### src/hw/rtl/evad_pkg.sv
// evad_pkg: shared types and constants of the energy voice activity detector
// used by evad_ctrl, evad_datapath and energy_voice_activity_detector_unit
// no dependencies
`default_nettype none

package evad_pkg;

    // default sizing
    localparam int VAD_MAX_FRAME   = 8192;
    localparam int VAD_SAMPLE_BITS = 16;

    // configuration port
    localparam int CFG_ADDR_W = 2;
    localparam int CFG_DATA_W = 17;

    localparam logic [CFG_ADDR_W-1:0] CFG_HP_ENABLE        = 2'd0;
    localparam logic [CFG_ADDR_W-1:0] CFG_HP_ALPHA         = 2'd1;
    localparam logic [CFG_ADDR_W-1:0] CFG_SPEECH_THRESHOLD = 2'd2;

    localparam logic [16:0] THR_RESET = 17'd32768;
    localparam logic [16:0] THR_ONE   = 17'd65536;

    // running average weights, 0.95 and 0.05 in q0.16
    localparam logic [15:0] W_OLD = 16'd62259;
    localparam logic [15:0] W_NEW = 16'd3277;

    localparam int FRAC_BITS = 16;
    localparam int ENERGY_W  = 17;

    // operand selection of the shared multiplier
    typedef enum logic [1:0] {
        MUL_FILT,
        MUL_THR,
        MUL_OLD,
        MUL_NEW
    } t_mul_sel;

    // controller to datapath commands
    typedef struct packed {
        logic     load_in;
        logic     mul_en;
        t_mul_sel mul_sel;
        logic     acc_en;
        logic     div_init;
        logic     div_step;
        logic     seed_en;
        logic     cmp_en;
        logic     save_en;
        logic     upd_en;
    } t_dp_cmd;

    // datapath to controller status
    typedef struct packed {
        logic last;
        logic out_busy;
    } t_dp_sts;

endpackage

`default_nettype wire

### src/hw/rtl/evad_ctrl.sv
// evad_ctrl: sequencer of the voice activity detector, one sample at a time
// drives evad_datapath through t_dp_cmd, depends on evad_pkg
`default_nettype none

module evad_ctrl
    import evad_pkg::*;
#(
    parameter int DIV_STEPS = VAD_SAMPLE_BITS + 1 + $clog2(VAD_MAX_FRAME + 1)
) (
    input  wire logic    i_clk,
    input  wire logic    i_rst_n,
    input  wire logic    i_in_valid,
    output logic         o_in_ready,
    input  wire t_dp_sts i_sts,
    output t_dp_cmd      o_cmd
);

    localparam int STEP_W = $clog2(DIV_STEPS);
    localparam logic [STEP_W-1:0] STEP_LAST = STEP_W'(DIV_STEPS - 1);

    typedef enum logic [3:0] {
        S_IDLE,
        S_FILT,
        S_ACC,
        S_DINIT,
        S_DIV,
        S_SEED,
        S_MTHR,
        S_MOLD,
        S_MNEW,
        S_UPD
    } t_state;

    t_state            r_state, n_state;
    logic [STEP_W-1:0] r_step, n_step;

    assign o_in_ready = (r_state == S_IDLE);

    // next state and commands
    always_comb begin
        n_state = r_state;
        n_step  = r_step;
        o_cmd   = '0;
        o_cmd.mul_sel = MUL_FILT;
        case (r_state)
            S_IDLE: begin
                if (i_in_valid) begin
                    o_cmd.load_in = 1'b1;
                    n_state = S_FILT;
                end
            end
            S_FILT: begin
                o_cmd.mul_en  = 1'b1;
                o_cmd.mul_sel = MUL_FILT;
                n_state = S_ACC;
            end
            S_ACC: begin
                o_cmd.acc_en = 1'b1;
                n_state = i_sts.last ? S_DINIT : S_IDLE;
            end
            S_DINIT: begin
                o_cmd.div_init = 1'b1;
                n_step  = '0;
                n_state = S_DIV;
            end
            S_DIV: begin
                o_cmd.div_step = 1'b1;
                n_step = r_step + 1'b1;
                if (r_step == STEP_LAST) begin
                    n_state = S_SEED;
                end
            end
            S_SEED: begin
                o_cmd.seed_en = 1'b1;
                n_state = S_MTHR;
            end
            S_MTHR: begin
                o_cmd.mul_en  = 1'b1;
                o_cmd.mul_sel = MUL_THR;
                n_state = S_MOLD;
            end
            S_MOLD: begin
                o_cmd.cmp_en  = 1'b1;
                o_cmd.mul_en  = 1'b1;
                o_cmd.mul_sel = MUL_OLD;
                n_state = S_MNEW;
            end
            S_MNEW: begin
                o_cmd.save_en = 1'b1;
                o_cmd.mul_en  = 1'b1;
                o_cmd.mul_sel = MUL_NEW;
                n_state = S_UPD;
            end
            S_UPD: begin
                // hold until the output register is free
                if (!i_sts.out_busy) begin
                    o_cmd.upd_en = 1'b1;
                    n_state = S_IDLE;
                end
            end
            default: begin
                n_state = S_IDLE;
            end
        endcase
    end

    // state register
    always_ff @(posedge i_clk) begin
        if (!i_rst_n) begin
            r_state <= S_IDLE;
            r_step  <= '0;
        end else begin
            r_state <= n_state;
            r_step  <= n_step;
        end
    end

    // divider never runs past its last quotient bit
    a_div_steps: assert property (@(posedge i_clk) disable iff (!i_rst_n)
        (r_state == S_DIV) |-> (r_step <= STEP_LAST))
        else $error("divider step counter out of range");

    // a frame end with a free output register returns to idle next cycle
    a_upd_done: assert property (@(posedge i_clk) disable iff (!i_rst_n)
        (r_state == S_UPD && !i_sts.out_busy) |=> (r_state == S_IDLE))
        else $error("update did not complete");

    // no new sample is taken while a frame end is being worked out
    a_no_accept_busy: assert property (@(posedge i_clk) disable iff (!i_rst_n)
        (r_state == S_DIV) |=> !o_cmd.load_in)
        else $error("sample taken during division");

endmodule

`default_nettype wire

### src/hw/rtl/evad_datapath.sv
// evad_datapath: high-pass filter, energy accumulator, restoring divider,
// shared multiplier, speech decision and output register; depends on evad_pkg
`default_nettype none

module evad_datapath
    import evad_pkg::*;
#(
    parameter int SAMPLE_BITS = VAD_SAMPLE_BITS,
    parameter int MAX_FRAME   = VAD_MAX_FRAME
) (
    input  wire logic                   i_clk,
    input  wire logic                   i_rst_n,
    input  wire logic                   i_cfg_wr_en,
    input  wire logic [CFG_ADDR_W-1:0]  i_cfg_addr,
    input  wire logic [CFG_DATA_W-1:0]  i_cfg_data,
    input  wire logic [SAMPLE_BITS-1:0] i_sample,
    input  wire logic                   i_last,
    input  wire t_dp_cmd                i_cmd,
    output t_dp_sts                     o_sts,
    output logic                        o_out_valid,
    input  wire logic                   i_out_ready,
    output logic                        o_speech,
    output logic [ENERGY_W-1:0]         o_frame_energy
);

    localparam int CNT_W = $clog2(MAX_FRAME + 1);
    localparam int Y_W   = SAMPLE_BITS + 2;
    localparam int A_W   = SAMPLE_BITS + 1;
    localparam int SUM_W = A_W + CNT_W;
    localparam int E_W   = SAMPLE_BITS + 1;
    localparam int B_W   = SAMPLE_BITS + 3;
    localparam int P_W   = 18 + B_W;
    localparam int ACC_W = E_W + FRAC_BITS;

    localparam logic signed [Y_W-1:0] FILT_MAX  = Y_W'((1 << (SAMPLE_BITS + 1)) - 1);
    localparam logic signed [P_W-1:0] P_HALF    = P_W'(32768);
    localparam logic [CNT_W-1:0]      CNT_LIMIT = CNT_W'(MAX_FRAME);

    // configuration
    logic        r_hp_en;
    logic [15:0] r_alpha;
    logic [16:0] r_thr;

    // filter and accumulation state
    logic signed [SAMPLE_BITS-1:0] r_x, r_prev;
    logic                          r_last;
    logic signed [Y_W-1:0]         r_y;
    logic                          r_fstart;
    logic [SUM_W-1:0]              r_sum;
    logic [CNT_W-1:0]              r_cnt;

    // multiplier, divider and decision
    logic signed [P_W-1:0] r_prod;
    logic [CNT_W-1:0]      r_rem;
    logic [SUM_W-1:0]      r_quo;
    logic [E_W-1:0]        r_e, r_avg, r_avg_s;
    logic [ACC_W-1:0]      r_acc;
    logic                  r_sp;

    // output register
    logic                r_out_valid;
    logic                r_out_speech;
    logic [ENERGY_W-1:0] r_out_energy;

    // configuration writes
    always_ff @(posedge i_clk) begin
        if (!i_rst_n) begin
            r_hp_en <= 1'b0;
            r_alpha <= '0;
            r_thr   <= THR_RESET;
        end else if (i_cfg_wr_en) begin
            case (i_cfg_addr)
                CFG_HP_ENABLE:        r_hp_en <= i_cfg_data[0];
                CFG_HP_ALPHA:         r_alpha <= i_cfg_data[15:0];
                CFG_SPEECH_THRESHOLD: r_thr   <= i_cfg_data[16:0];
                default: ;
            endcase
        end
    end

    // shared multiplier operands
    logic signed [17:0]    mul_a;
    logic signed [B_W-1:0] mul_b;
    logic signed [B_W-1:0] filt_t;
    logic [E_W:0]          e_plus_avg;
    logic [16:0]           thr_c;

    assign filt_t     = B_W'(r_y) + B_W'(r_x) - B_W'(r_prev);
    assign e_plus_avg = (E_W + 1)'(r_e) + (E_W + 1)'(r_avg_s);
    assign thr_c      = (r_thr > THR_ONE) ? THR_ONE : r_thr;

    always_comb begin
        case (i_cmd.mul_sel)
            MUL_FILT: begin
                mul_a = 18'(r_alpha);
                mul_b = filt_t;
            end
            MUL_THR: begin
                mul_a = 18'(thr_c);
                mul_b = B_W'(e_plus_avg);
            end
            MUL_OLD: begin
                mul_a = 18'(W_OLD);
                mul_b = B_W'(r_avg_s);
            end
            MUL_NEW: begin
                mul_a = 18'(W_NEW);
                mul_b = B_W'(r_e);
            end
            default: begin
                mul_a = '0;
                mul_b = '0;
            end
        endcase
    end

    // filter output: round, bypass, saturate, magnitude
    logic signed [P_W-1:0] rnd_full;
    logic signed [P_W-1:0] y_raw;
    logic signed [Y_W-1:0] y_sat;
    logic [A_W-1:0]        y_abs;

    assign rnd_full = (r_prod + P_HALF) >>> FRAC_BITS;
    assign y_raw    = (!r_hp_en || r_fstart) ? P_W'(r_x) : rnd_full;

    always_comb begin
        if (y_raw > P_W'(FILT_MAX)) begin
            y_sat = FILT_MAX;
        end else if (y_raw < -P_W'(FILT_MAX)) begin
            y_sat = -FILT_MAX;
        end else begin
            y_sat = Y_W'(y_raw);
        end
    end

    assign y_abs = (y_sat < 0) ? A_W'(-y_sat) : A_W'(y_sat);

    // restoring divider step
    logic [CNT_W-1:0] cnt_div;
    logic [CNT_W:0]   rem_sh;
    logic             rem_ge;

    assign cnt_div = (r_cnt == '0) ? CNT_W'(1) : r_cnt;
    assign rem_sh  = {r_rem, r_quo[SUM_W-1]};
    assign rem_ge  = (rem_sh >= (CNT_W + 1)'(cnt_div));

    // speech decision and average update
    logic [E_W-1:0]   q_e;
    logic [P_W-1:0]   e_sh;
    logic [ACC_W:0]   avg_sum;
    logic [E_W-1:0]   avg_new;

    assign q_e     = E_W'(r_quo);
    assign e_sh    = P_W'({r_e, 16'b0});
    assign avg_sum = (ACC_W + 1)'(r_acc) + (ACC_W + 1)'(r_prod[ACC_W-1:0])
                   + (ACC_W + 1)'(32768);
    assign avg_new = E_W'(avg_sum >> FRAC_BITS);

    // datapath registers
    always_ff @(posedge i_clk) begin
        if (!i_rst_n) begin
            r_prev      <= '0;
            r_y         <= '0;
            r_fstart    <= 1'b1;
            r_sum       <= '0;
            r_cnt       <= '0;
            r_avg       <= '0;
            r_out_valid <= 1'b0;
        end else begin
            if (i_cmd.acc_en) begin
                r_y      <= y_sat;
                r_prev   <= r_x;
                r_fstart <= 1'b0;
                if (r_cnt < CNT_LIMIT) begin
                    r_sum <= r_sum + SUM_W'(y_abs);
                    r_cnt <= r_cnt + 1'b1;
                end
            end
            // output word: loaded on update, dropped once taken
            if (i_cmd.upd_en) begin
                r_out_valid <= 1'b1;
            end else if (r_out_valid && i_out_ready) begin
                r_out_valid <= 1'b0;
            end
            if (i_cmd.upd_en) begin
                r_avg       <= avg_new;
                r_sum       <= '0;
                r_cnt       <= '0;
                r_fstart    <= 1'b1;
            end
        end
    end

    // payload registers
    always_ff @(posedge i_clk) begin
        if (i_cmd.load_in) begin
            r_x    <= i_sample;
            r_last <= i_last;
        end
        if (i_cmd.mul_en) begin
            r_prod <= P_W'(mul_a) * P_W'(mul_b);
        end
        if (i_cmd.div_init) begin
            r_rem <= '0;
            r_quo <= r_sum;
        end else if (i_cmd.div_step) begin
            r_rem <= rem_ge ? CNT_W'(rem_sh - (CNT_W + 1)'(cnt_div)) : CNT_W'(rem_sh);
            r_quo <= {r_quo[SUM_W-2:0], rem_ge};
        end
        if (i_cmd.seed_en) begin
            r_e     <= q_e;
            r_avg_s <= (r_avg == '0) ? q_e : r_avg;
        end
        if (i_cmd.cmp_en) begin
            r_sp <= (r_avg_s == '0) ? (thr_c == '0) : (e_sh >= P_W'(r_prod));
        end
        if (i_cmd.save_en) begin
            r_acc <= ACC_W'(r_prod);
        end
        if (i_cmd.upd_en) begin
            r_out_speech <= r_sp;
            r_out_energy <= ENERGY_W'(r_e);
        end
    end

    assign o_sts.last     = r_last;
    assign o_sts.out_busy = r_out_valid && !i_out_ready;

    assign o_out_valid    = r_out_valid;
    assign o_speech       = r_out_speech;
    assign o_frame_energy = r_out_energy;

    // the sample count never passes the frame limit
    a_cnt_limit: assert property (@(posedge i_clk) disable iff (!i_rst_n)
        r_cnt <= CNT_LIMIT)
        else $error("sample count beyond frame limit");

    // a frame end clears the accumulator and presents a word
    a_frame_clear: assert property (@(posedge i_clk) disable iff (!i_rst_n)
        i_cmd.upd_en |=> (r_cnt == '0 && r_sum == '0 && r_fstart && r_out_valid))
        else $error("frame end did not restart accumulation");

    // the mean magnitude fits the filter range
    a_quo_range: assert property (@(posedge i_clk) disable iff (!i_rst_n)
        i_cmd.seed_en |-> ((r_quo >> A_W) == '0))
        else $error("frame energy out of range");

    // a new word is only loaded into a free output register
    a_no_overwrite: assert property (@(posedge i_clk) disable iff (!i_rst_n)
        i_cmd.upd_en |-> !(r_out_valid && !i_out_ready))
        else $error("output word overwritten");

endmodule

`default_nettype wire

### src/hw/rtl/energy_voice_activity_detector_unit.sv
// Energy voice activity detector. Audio samples arrive one word at a time
// on the input channel, with i_last marking the final sample of a frame;
// after each frame one word with the frame's mean absolute (optionally
// high-pass filtered) sample and a speech flag leaves on the output channel.
// An ordinary sample passes through three steps (accept, filter multiply,
// accumulate). A frame-ending sample then adds a divider init and DIV_STEPS
// divide steps, DIV_STEPS = SAMPLE_BITS + 1 + clog2(MAX_FRAME + 1) (31 at
// the defaults): the mean comes from a restoring divider at one quotient
// bit per cycle, then the decision and average update share the single
// multiplier in three steps. If the previous result word has not been
// taken, the frame end waits for it. The user must write configuration
// through a plain write port while the block is idle; it is not enforced.
//
// top level, depends on evad_pkg, evad_ctrl and evad_datapath
`default_nettype none

module energy_voice_activity_detector_unit
    import evad_pkg::*;
#(
    parameter int SAMPLE_BITS = VAD_SAMPLE_BITS,
    parameter int MAX_FRAME   = VAD_MAX_FRAME
) (
    input  wire logic                   i_clk,
    input  wire logic                   i_rst_n,
    input  wire logic                   i_cfg_wr_en,
    input  wire logic [CFG_ADDR_W-1:0]  i_cfg_addr,
    input  wire logic [CFG_DATA_W-1:0]  i_cfg_data,
    input  wire logic                   i_in_valid,
    output logic                        o_in_ready,
    input  wire logic [SAMPLE_BITS-1:0] i_sample,
    input  wire logic                   i_last,
    output logic                        o_out_valid,
    input  wire logic                   i_out_ready,
    output logic                        o_speech,
    output logic [ENERGY_W-1:0]         o_frame_energy
);

    localparam int DIV_STEPS = SAMPLE_BITS + 1 + $clog2(MAX_FRAME + 1);

    t_dp_cmd cmd;
    t_dp_sts sts;

    // sequencer
    evad_ctrl #(
        .DIV_STEPS (DIV_STEPS)
    ) u_ctrl (
        .i_clk      (i_clk),
        .i_rst_n    (i_rst_n),
        .i_in_valid (i_in_valid),
        .o_in_ready (o_in_ready),
        .i_sts      (sts),
        .o_cmd      (cmd)
    );

    // arithmetic and state
    evad_datapath #(
        .SAMPLE_BITS (SAMPLE_BITS),
        .MAX_FRAME   (MAX_FRAME)
    ) u_datapath (
        .i_clk          (i_clk),
        .i_rst_n        (i_rst_n),
        .i_cfg_wr_en    (i_cfg_wr_en),
        .i_cfg_addr     (i_cfg_addr),
        .i_cfg_data     (i_cfg_data),
        .i_sample       (i_sample),
        .i_last         (i_last),
        .i_cmd          (cmd),
        .o_sts          (sts),
        .o_out_valid    (o_out_valid),
        .i_out_ready    (i_out_ready),
        .o_speech       (o_speech),
        .o_frame_energy (o_frame_energy)
    );

endmodule

`default_nettype wire

### config.mk
export PLATFORM = sky130hd
export DESIGN_NAME = energy_voice_activity_detector_unit
export DESIGN_NICKNAME = d
export VERILOG_FILES = /design/src/hw/rtl/evad_pkg.sv /design/src/hw/rtl/evad_ctrl.sv /design/src/hw/rtl/evad_datapath.sv /design/src/hw/rtl/energy_voice_activity_detector_unit.sv
export SDC_FILE = /design/constraint.sdc
export NUM_CORES = 2
export LEC_CHECK = 0
export ABC_AREA = 1
export BUFFER_PORTS_ARGS = -buffer_cell sky130_fd_sc_hd__buf_2
export CAP_MARGIN = 20
export CELL_PAD_IN_SITES_DETAIL_PLACEMENT = 1
export CELL_PAD_IN_SITES_GLOBAL_PLACEMENT = 2
export CORE_MARGIN = 2
export CORE_UTILIZATION = 30
export DETAILED_ROUTE_END_ITERATION = 6
export PLACE_DENSITY = 0.74
export SLEW_MARGIN = 20
export SYNTH_ARGS = -nofsm -noshare
export SYNTH_HDL_FRONTEND = slang
export SYNTH_SLANG_ARGS = --single-unit
### constraint.sdc
create_clock -name i_clk -period 9.6 [get_ports i_clk]
set_input_delay 1.44 -clock i_clk [delete_from_list [all_inputs] [get_ports i_clk]]
set_output_delay 1.44 -clock i_clk [all_outputs]
set_load 0.1 [all_outputs]
==> flow_summary.yaml <==
drt:
  route.final.wire_length_um: 102000
  dr.max_layer_used: "met4"
  met2_wirelength_um: 48900
  avgRoutedWirePerCell_um: 19.2
  via_per_inst: 4.81
  drt_iter0_drc: 1298
  met3RoutedLength_um: 3570
  vias: 25600
  final_antenna_net_count: 0
  drc: 0
  drt_first_pass_iters: 5
  routedLengthMet1_um: 48400
floorplanning:
  fp-row-count: 118
  core_area_um2: 104000
  die_w_um: 327
  design.die.area_um2: 107000
  top_level_ports: 61
  die_h_um: 327
  floorplan.initialDensity_pct: 30.3
global_route:
  number_of_antenna_violations_at_the_first_check_in_global_routing: 5
  grt_max_degree: 43
  global_route_wire_length_before_repair_um: 160000
  first_global_vias: 27200
  grt_overflow: 0
  groute.usage.overall_pct: 19.3
cells_and_area:
  areaGrowthSynthToFinish_pct: 10.8
  finish.net_count: 4534
  most_frequent_standard_cell_in_the_layout_excluding_fill_and_tap_cells: "inv_1"
  most-common-layout-cells: "inv_1 (766), nand2_1 (626), nor2_1 (368)"
  post_route_cells_drive_above_1_share_pct: 6.30
  post-route-util_pct: 33.6
flow_run:
  timing.max_cap.violations: 0
critical_path:
  cp_slowest_stage_delay_ps: 550
  start_kind: "register"
  criticalPathCategory: "reg2reg"
  timing.critical_path.fanout_max: 9
  endpoint_kind: "register"
  crit_path_top_delay_cell: "fa_1"
  required_time_at_the_endpoint_of_the_critical_path_ps: 9920
  cpLargestDelayFamily: "adder cells"
  cp.arrival_ps: 9300
  critical_path_buf_inv_count: 8
clock_network:
  clockBufferDepth: 3
  maximum_level_of_the_cts_h_tree: 2
  cts.reportedPaths.clkPinSlew_ps: 60
  num_cts_buffers: 39
  number_of_hold_repair_buffers_added_at_the_cts_stage: 0
  clock_latency_ps: 580
  tritoncts: "done"
  cts.sinks: 326
  cts.root.buffer_cell: "clkbuf_16"
timing:
  maxClockFrequency_mhz: 111
  hold_ws_ps: 430
  tns_ps: 0
  min_tclk_post_route_ps: 8980
  setup_viol: 0
  final_max_slew_viol_count: 0
  slew-limit-headroom_pct: 24.9
  grt_setup_unrepaired: "false"
  timing_worst_slew_pin_value_ps: 1120
  timing.clock.skew_ps: 29.2
  period_share_pct: 93.6
  report.final.hold_viol_count: 0
synthesis:
  synth.avg_cell_area_um2: 8.18
  synth_async_sr_flop_share_pct: 0
  ys_types: 61
  syn_nets: 4464
  count_of_flip_flops_with_a_built_in_enable_after_synthesis: 171
  synth_cells: 3838
  synth_ff_type: "edfxtp_1"
  synth_area_um2: 31400
  synthesis.yosys.warnings: 0
  synth_seq_area_share_pct: 26.2
  synth_seq_cells: 326
hold_path:
  min_path_type: "reg2reg"
outcome:
  result_of_the_run: "complete, no violations"
place:
  place.detailed.hpwl_um: 83700
  buffer_ports.inserted: 60
  place_congestion: 0.863
[cell families after synthesis]
kind of cell / share of synthesized area [%]
compound gates: 11.4
xor+xnor: 3.24
fa+ha+maj: 31.5
buf+inv: 10.6
flops: 26.2
other cells: 0.0239
simple gates: 17.0
[cell usage after synthesis (42+ instances only)]
cell type	count	area, um2
a21oi_1	254	1270
clkbuf_1	74	278
dfxtp_1	155	3100
edfxtp_1	171	5130
fa_1	341	6830
ha_1	244	3050
inv_1	769	2890
nand2_1	630	2360
nand3_1	123	616
nand4_1	42	263
nor2_1	372	1400
o21ai_0	264	1320
xor2_1	77	674
[registers in the layout, summed over array words and instances (netlist names), 4 cells and up]
name,count
u_datapath.r_thr,17
u_datapath.o_frame_energy,17
u_datapath.r_x,16
u_datapath.r_sum,31
u_datapath.r_y,18
u_datapath.r_prev,16
u_datapath.r_avg_s,17
u_datapath.r_acc,33
u_datapath.r_prod,37
u_datapath.r_cnt,14
u_datapath.r_quo,31
u_ctrl.r_step,5
u_datapath.r_e,17
u_datapath.r_rem,14
u_ctrl.r_state,4
u_datapath.r_alpha,16
u_datapath.r_avg,17
[path summary, 6_finish.rpt]
kind,startpoint,to,slack (ps),depth (start not counted)
max,u_datapath.r_y[3]$_SDFFE_PN0N_,u_datapath.r_prod[36]$_DFFE_PP_,620,37
min,u_datapath.r_sp$_DFFE_PP_,u_datapath.o_speech$_DFFE_PP_,430,0
max reg2reg,u_datapath.r_y[3]$_SDFFE_PN0N_,u_datapath.r_prod[36]$_DFFE_PP_,620,37
min reg2reg,u_datapath.r_sp$_DFFE_PP_,u_datapath.o_speech$_DFFE_PP_,430,0
[area by class of cell]
cell class,instances,area [um2]
Antenna cell,1,2.50
Clock buffer,48,1020
Clock inverter,23,220
Fill cell,12500,68900
Inverter,791,2980
Multi-Input combinational cell,2631,19900
Sequential cell,326,8240
Tap cell,1380,1730
Timing Repair Buffer,119,743
[per-stage QoR]
| step | setup WS [ps] | cells | cell area, um2 |
|---|---|---|---|
| 4_1_cts | 288 | 5313 | 34700 |
| 5_1_grt | 6.95 | 5318 | 34800 |
| 3_3_place_gp | 509 | 5242 | 33500 |
| 2_1_floorplan | 1640 | 3838 | 31400 |
| 3_5_place_dp | 286 | 5242 | 33500 |
| 6_report | 618 | 5319 | 34800 |
[routing by layer]
layer | global-route usage (%) | vias up
met5 | 0 | -
met4 | 3.12 | 0
met3 | 2.22 | 88
met2 | 33.0 | 360
met1 | 26.5 | 12800
li1 | - | 12300
[timing repair]
item / in CTS / in global routing
gates resized for setup: 0 / 7
setup buffers: 0 / 5
endpoints found under the setup margin: 0 / 8
endpoints found under the hold margin: 0 / 0
Power is left out: the tool's default activity adds up to more than one toggle a clock period on the data nets, which glitch-free logic cannot reach.
